File: config.mk
export PLATFORM = sky130hd
export DESIGN_NAME = hkvm_front_flat
export DESIGN_NICKNAME = d
export VERILOG_FILES = /design/src/design/hkvm_pkg.sv /design/src/design/hkvm_if.sv /design/src/design/hkvm_front.sv /design/src/flat_wrapper.sv
export SDC_FILE = /design/constraint.sdc
export NUM_CORES = 1
export LEC_CHECK = 0
export BUFFER_PORTS_ARGS = -buffer_cell sky130_fd_sc_hd__buf_2
export CORE_ASPECT_RATIO = 0.75
export CORE_MARGIN = 4
export CORE_UTILIZATION = 47
export DETAILED_ROUTE_END_ITERATION = 10
export PLACE_DENSITY = 0.84
export SYNTH_ARGS = -nofsm -noshare
export SYNTH_HDL_FRONTEND = slang
export SYNTH_SLANG_ARGS = --single-unit
export TNS_END_PERCENT = 50
File: constraint.sdc
create_clock -name clk -period 5.2 [get_ports clk]
set_input_delay 0.26 -clock clk [delete_from_list [all_inputs] [get_ports clk]]
set_output_delay 0.26 -clock clk [all_outputs]
set_load 0.1 [all_outputs]
File: src/design/hkvm_pkg.sv
// hkvm_pkg: request modes, status codes and the front-to-back command word
// no dependencies
`default_nettype none
package hkvm_pkg;
  localparam int MODE_W   = 2;
  localparam int STATUS_W = 3;
  localparam int COUNT_W  = 7;

  localparam logic [MODE_W-1:0] MODE_PUT = 2'd0;
  localparam logic [MODE_W-1:0] MODE_GET = 2'd1;
  localparam logic [MODE_W-1:0] MODE_DEL = 2'd2;

  localparam logic [STATUS_W-1:0] ST_INSERTED  = 3'd0;
  localparam logic [STATUS_W-1:0] ST_REPLACED  = 3'd1;
  localparam logic [STATUS_W-1:0] ST_FOUND     = 3'd2;
  localparam logic [STATUS_W-1:0] ST_NOT_FOUND = 3'd3;
  localparam logic [STATUS_W-1:0] ST_FULL      = 3'd4;
  localparam logic [STATUS_W-1:0] ST_REMOVED   = 3'd5;

  // classified request kind
  typedef enum logic [1:0] {
    OP_PUT  = 2'd0,
    OP_GET  = 2'd1,
    OP_DEL  = 2'd2,
    OP_NONE = 2'd3
  } op_t;
endpackage
`default_nettype wire

File: src/design/hkvm_if.sv
// hkvm_if: valid/ready channel carrying request or result fields
// depends on hkvm_pkg
`default_nettype none
interface hkvm_req_if #(parameter int KEY_BITS = 64, parameter int VALUE_BITS = 32);
  logic                  valid;
  logic                  ready;
  logic [1:0]            mode;
  logic [KEY_BITS-1:0]   key;
  logic [VALUE_BITS-1:0] value;
  modport source (output valid, mode, key, value, input ready);
  modport sink (input valid, mode, key, value, output ready);
endinterface

`default_nettype wire

File: src/design/hkvm_front.sv
// hkvm_front: accepts requests, classifies the mode, two-entry command queue
// depends on hkvm_pkg
`default_nettype none
module hkvm_front #(
  parameter int KEY_BITS   = 64,
  parameter int VALUE_BITS = 32
) (
  input  wire logic                  clk,
  input  wire logic                  rst,
  hkvm_req_if.sink                   req,
  output logic                       cmd_valid,
  input  wire logic                  cmd_ready,
  output hkvm_pkg::op_t              cmd_op,
  output logic [KEY_BITS-1:0]        cmd_key,
  output logic [VALUE_BITS-1:0]      cmd_value
);
  import hkvm_pkg::*;

  op_t                   q_op    [2];
  logic [KEY_BITS-1:0]   q_key   [2];
  logic [VALUE_BITS-1:0] q_value [2];
  logic                  wr_ptr, rd_ptr;
  logic [1:0]            fill;
  logic                  push, pop;
  op_t                   in_op;

  // mode decode
  always_comb begin
    case (req.mode)
      MODE_PUT: in_op = OP_PUT;
      MODE_GET: in_op = OP_GET;
      MODE_DEL: in_op = OP_DEL;
      default:  in_op = OP_NONE;
    endcase
  end

  assign req.ready = (fill != 2'd2);
  assign push      = req.valid && req.ready;
  assign pop       = cmd_valid && cmd_ready;
  assign cmd_valid = (fill != 2'd0);
  assign cmd_op    = q_op[rd_ptr];
  assign cmd_key   = q_key[rd_ptr];
  assign cmd_value = q_value[rd_ptr];

  // queue storage
  always_ff @(posedge clk) begin
    if (push) begin
      q_op[wr_ptr]    <= in_op;
      q_key[wr_ptr]   <= req.key;
      q_value[wr_ptr] <= req.value;
    end
  end

  // queue pointers
  always_ff @(posedge clk) begin
    if (rst) begin
      wr_ptr <= 1'b0;
      rd_ptr <= 1'b0;
      fill   <= 2'd0;
    end else begin
      if (push) wr_ptr <= ~wr_ptr;
      if (pop)  rd_ptr <= ~rd_ptr;
      fill <= fill + {1'b0, push} - {1'b0, pop};
    end
  end
endmodule
`default_nettype wire

File: src/flat_wrapper.sv
// flat-port wrapper written by rule: the top's interface ports become plain ports
module hkvm_front_flat import hkvm_pkg::*;
#(
  parameter int KEY_BITS   = 64,
  parameter int VALUE_BITS = 32
)
  (clk, rst, cmd_valid, cmd_ready, cmd_op, cmd_key, cmd_value, req_valid, req_mode, req_key, req_value, req_ready);
  hkvm_req_if #(.KEY_BITS(KEY_BITS), .VALUE_BITS(VALUE_BITS)) req_i ();
  input  wire logic clk;
  input  wire logic rst;
  output logic cmd_valid;
  input  wire logic cmd_ready;
  output hkvm_pkg::op_t cmd_op;
  output logic [KEY_BITS-1:0] cmd_key;
  output logic [VALUE_BITS-1:0] cmd_value;
  input wire logic [$bits(req_i.valid)-1:0] req_valid;
  input wire logic [$bits(req_i.mode)-1:0] req_mode;
  input wire logic [$bits(req_i.key)-1:0] req_key;
  input wire logic [$bits(req_i.value)-1:0] req_value;
  output wire logic [$bits(req_i.ready)-1:0] req_ready;
  assign req_i.valid = req_valid;
  assign req_i.mode = req_mode;
  assign req_i.key = req_key;
  assign req_i.value = req_value;
  assign req_ready = req_i.ready;
  hkvm_front #(.KEY_BITS(KEY_BITS), .VALUE_BITS(VALUE_BITS)) u_core (.clk(clk), .rst(rst), .req(req_i), .cmd_valid(cmd_valid), .cmd_ready(cmd_ready), .cmd_op(cmd_op), .cmd_key(cmd_key), .cmd_value(cmd_value));
endmodule
==> flow_summary_export.csv <==
group,metric,value,unit
floorplan,fp.dieH,117,µm
synth,yosys_most_used_dff,"edfxtp_1",
setup_path,critPathKind,"reg -> out",
synth,async_reset_ff_share,0,%
clock_tree,clockBufferDepth,3,
timing,skew,8.06,ps
timing,fin_crit,2990,ps
cells_and_area,drive_gt1_share,50.2,%
setup_path,crit_family,"buffers and inverters",
synth,avgSynthCellArea,22.1,µm²
setup_path,timing.rr.start,"u_core.fill[0]",
clock_tree,cts_sinks,201,
min_path,hold_path_depth,3,
setup_path,reg2regPathDepth,5,
timing,setup_viol,0,
synth,ys_warn_count,0,
synth,syn_area,7390,µm²
setup_path,rr_endpoint,"u_core.q_key[0][60]",
clock_tree,cts_tree,"yes",
synth,syn_nets,438,
setup_path,end_kind,"primary output",
setup_path,arrival,2730,ps
cells_and_area,seqCellArea,5990,µm²
global_route,grt.overflow.total,0,
placement,io_buffer_count,201,
timing,tightest_slew,816,ps
placement,place_area,8610,µm²
min_path,holdPathEnd,"u_core.wr_ptr",
synth,syn-instance-count,334,
routing,finalWirelength,15300,µm
floorplan,fp-row-count,39,
floorplan,core_area,15300,µm²
synth,yosysUniqueCellTypes,21,
synth,synthTopCellsByArea,"edfxtp_1 80%, mux2_2 12%, mux2_4 4.1%",
routing,drc,0,
clock_tree,h-tree-depth,1,
min_path,hp-class,"in -> reg",
clock_tree,cts_resized,0,
synth,synth_seq_cells,201,
timing,min_period_over_period,57.5,%
timing,fin_ws,2210,ps
clock_tree,clk_pin_slew_worst_paths,60,ps
cells_and_area,n_antenna_cell,0,
setup_path,worstPathRequired,4940,ps
timing,rsz0062_at_grt,"false",
global_route,antenna_found_initial,0,
cells_and_area,area_delta_synth_final,38.1,%
global_route,grt_util_all_layers,16.8,%
synth,synth.most_common_cell,"edfxtp_1",
placement,place.gp.congestion,0.734,
setup_path,crit_slowest_cell,"dfxtp_4",
synth,ys_seq_area_share,81.0,%
flow_run,drv_cap,0,
timing,relSlewSlack,45.6,%
cells_and_area,fin_nets,751,
setup_path,reg2reg_slack,2690,ps
timing,finalHoldViolCount,0,
floorplan,die_area,17800,µm²
floorplan,start_util,48.2,%
min_path,hp-start,"req_valid",
routing,wire_per_inst,17.7,µm
floorplan,die_x,153,µm
clock_tree,clockRootBuffer,"clkbuf_16",
setup_path,path_buf_inv,2,
floorplan,top_level_ports,202,
routing,via_per_inst,4.80,
clock_tree,postCtsHoldBufs,99,
status,status,"finished, final reports clean",
routing,route.vias.total,4146,
clock_tree,clk_latency,470,ps
setup_path,path_max_fanout,59,
setup_path,crit_path_max_incr_delay,870,ps
placement,pre_cts_slack,2670,ps
cells_and_area,multi_input_area,1320,µm²
global_route,grt_pass1_wl,23700,µm
timing,fin_setup_tns,0,ps
global_route,grt_max_degree,60,
timing,final_max_slew_viol_count,0,
synth,synth.top_cells.by_count,"196 x edfxtp_1, 78 x mux2_2, 20 x mux2_4",
global_route,grt_pass1_vias,4589,
cells_and_area,nFillCells,1023,
cells_and_area,post-route-cell-area,10200,µm²
setup_path,cp-start-kind,"register",
synth,synth_top_cell_area_share,79.6,%
placement,dp.final_hpwl,9120,µm
routing,drtAntennaViolNets,0,
timing,fmax,334,MHz
clock_tree,cts_buffers,20,
clock_tree,cts_setup_buffers,0,
synth,synth_edf_count,196,
routing,drtIter0Drc,200,
setup_path,crit_chain,"buf_4, mux2_2, buf_2",
synth,synth_top_area_cell,"edfxtp_1",
routing,drt_pre_antenna_iters,6,
## state kept, by name (all words and copies together) (netlist names), named ones only
| signal | count |
|---|---|
| u_core.fill | 2 |
| u_core.rd_ptr | 1 |
| u_core.q_key | 128 |
| u_core.q_op | 4 |
| u_core.q_value | 64 |
| u_core.wr_ptr | 1 |
## worst reg2reg max path: cells and delay by family (launching register included)
kind,cells,cell delay [ps]
buffers and inverters,2,1230
flip-flops,1,360
AND/OR/NAND/NOR,3,500
## routing by layer
layer / part of all wire (%) / GRT usage, %
met1: 39 / 19.9
met2: 52 / 30.7
met4: 2.4 / 4.33
met5: 0 / 0
met3: 6.5 / 4.63
## through the flow
step | util (%) | hold slack (ps) | std cells
6_report | 66.6 | 68.6 | 864
5_1_grt | 66.6 | 71.1 | 864
4_1_cts | 66.6 | 48.4 | 864
3_5_place_dp | 56.2 | 451 | 731
3_3_place_gp | 56.2 | 447 | 731
2_1_floorplan | - | 332 | 334
## final cells by class
cell class / count / area share, %
Multi-Input combinational cell: 118 / 12.9
Tap cell: 205 / 2.51
Clock buffer: 26 / 5.33
Clock inverter: 8 / 0.613
Inverter: 2 / 0.0735
Sequential cell: 201 / 58.7
Timing Repair Buffer: 304 / 19.9
## cell usage in the layout, fill, tap and decap left out
cell / Yosys / routed
and2_1: 2 / 2
and3_4: 0 / 1
buf_2: 7 / 201
buf_4: 0 / 4
bufinv_16: 0 / 1
clkbuf_1: 2 / 5
clkbuf_16: 0 / 21
clkinv_1: 0 / 5
clkinv_2: 0 / 1
clkinv_4: 0 / 1
dfxtp_1: 5 / 4
dfxtp_4: 0 / 1
dlygate4sd3_1: 0 / 99
edfxtp_1: 196 / 196
ha_1: 2 / 2
inv_1: 2 / 2
mux2_2: 78 / 78
mux2_4: 20 / 20
nand2b_1: 2 / 2
nand3_1: 1 / 1
nor2_1: 4 / 4
nor2b_1: 2 / 1
nor2b_4: 0 / 1
nor3_1: 1 / 1
o21a_1: 1 / 1
o21ai_0: 1 / 1
or2_2: 1 / 1
xnor2_1: 1 / 1
xor2_1: 1 / 1
## cells by family after synthesis
| logic type | Yosys count | synth area share (%) |
|---|---|---|
| AOI/OAI and AO/OA | 2 | 0.169 |
| xor gates and xnor gates | 2 | 0.237 |
| adders and majority gates | 2 | 0.339 |
| buffers and inverters | 15 | 1.29 |
| DFF | 201 | 81.0 |
| muxes | 98 | 15.9 |
| and+or+nand+nor | 14 | 1.02 |
## how the worst max path moves through the flow
stage / end / slack [ps] / cells past startpoint / start
after detailed placement: u_core.q_value[0][11] / 2670 / 5 / u_core.fill[0]
after global placement: cmd_key[32] / 2720 / 3 / register
after CTS: cmd_value[30] / 2180 / 3 / register
final: cmd_value[0] / 2210 / 3 / register
after floorplan: u_core.q_key[0][0] / 750 / 3 / u_core.fill[0]
after global routing: cmd_value[0] / 2040 / 3 / register
Power is left out: the tool's default activity adds up to more than one toggle a clock period on the data nets, which glitch-free logic cannot reach.
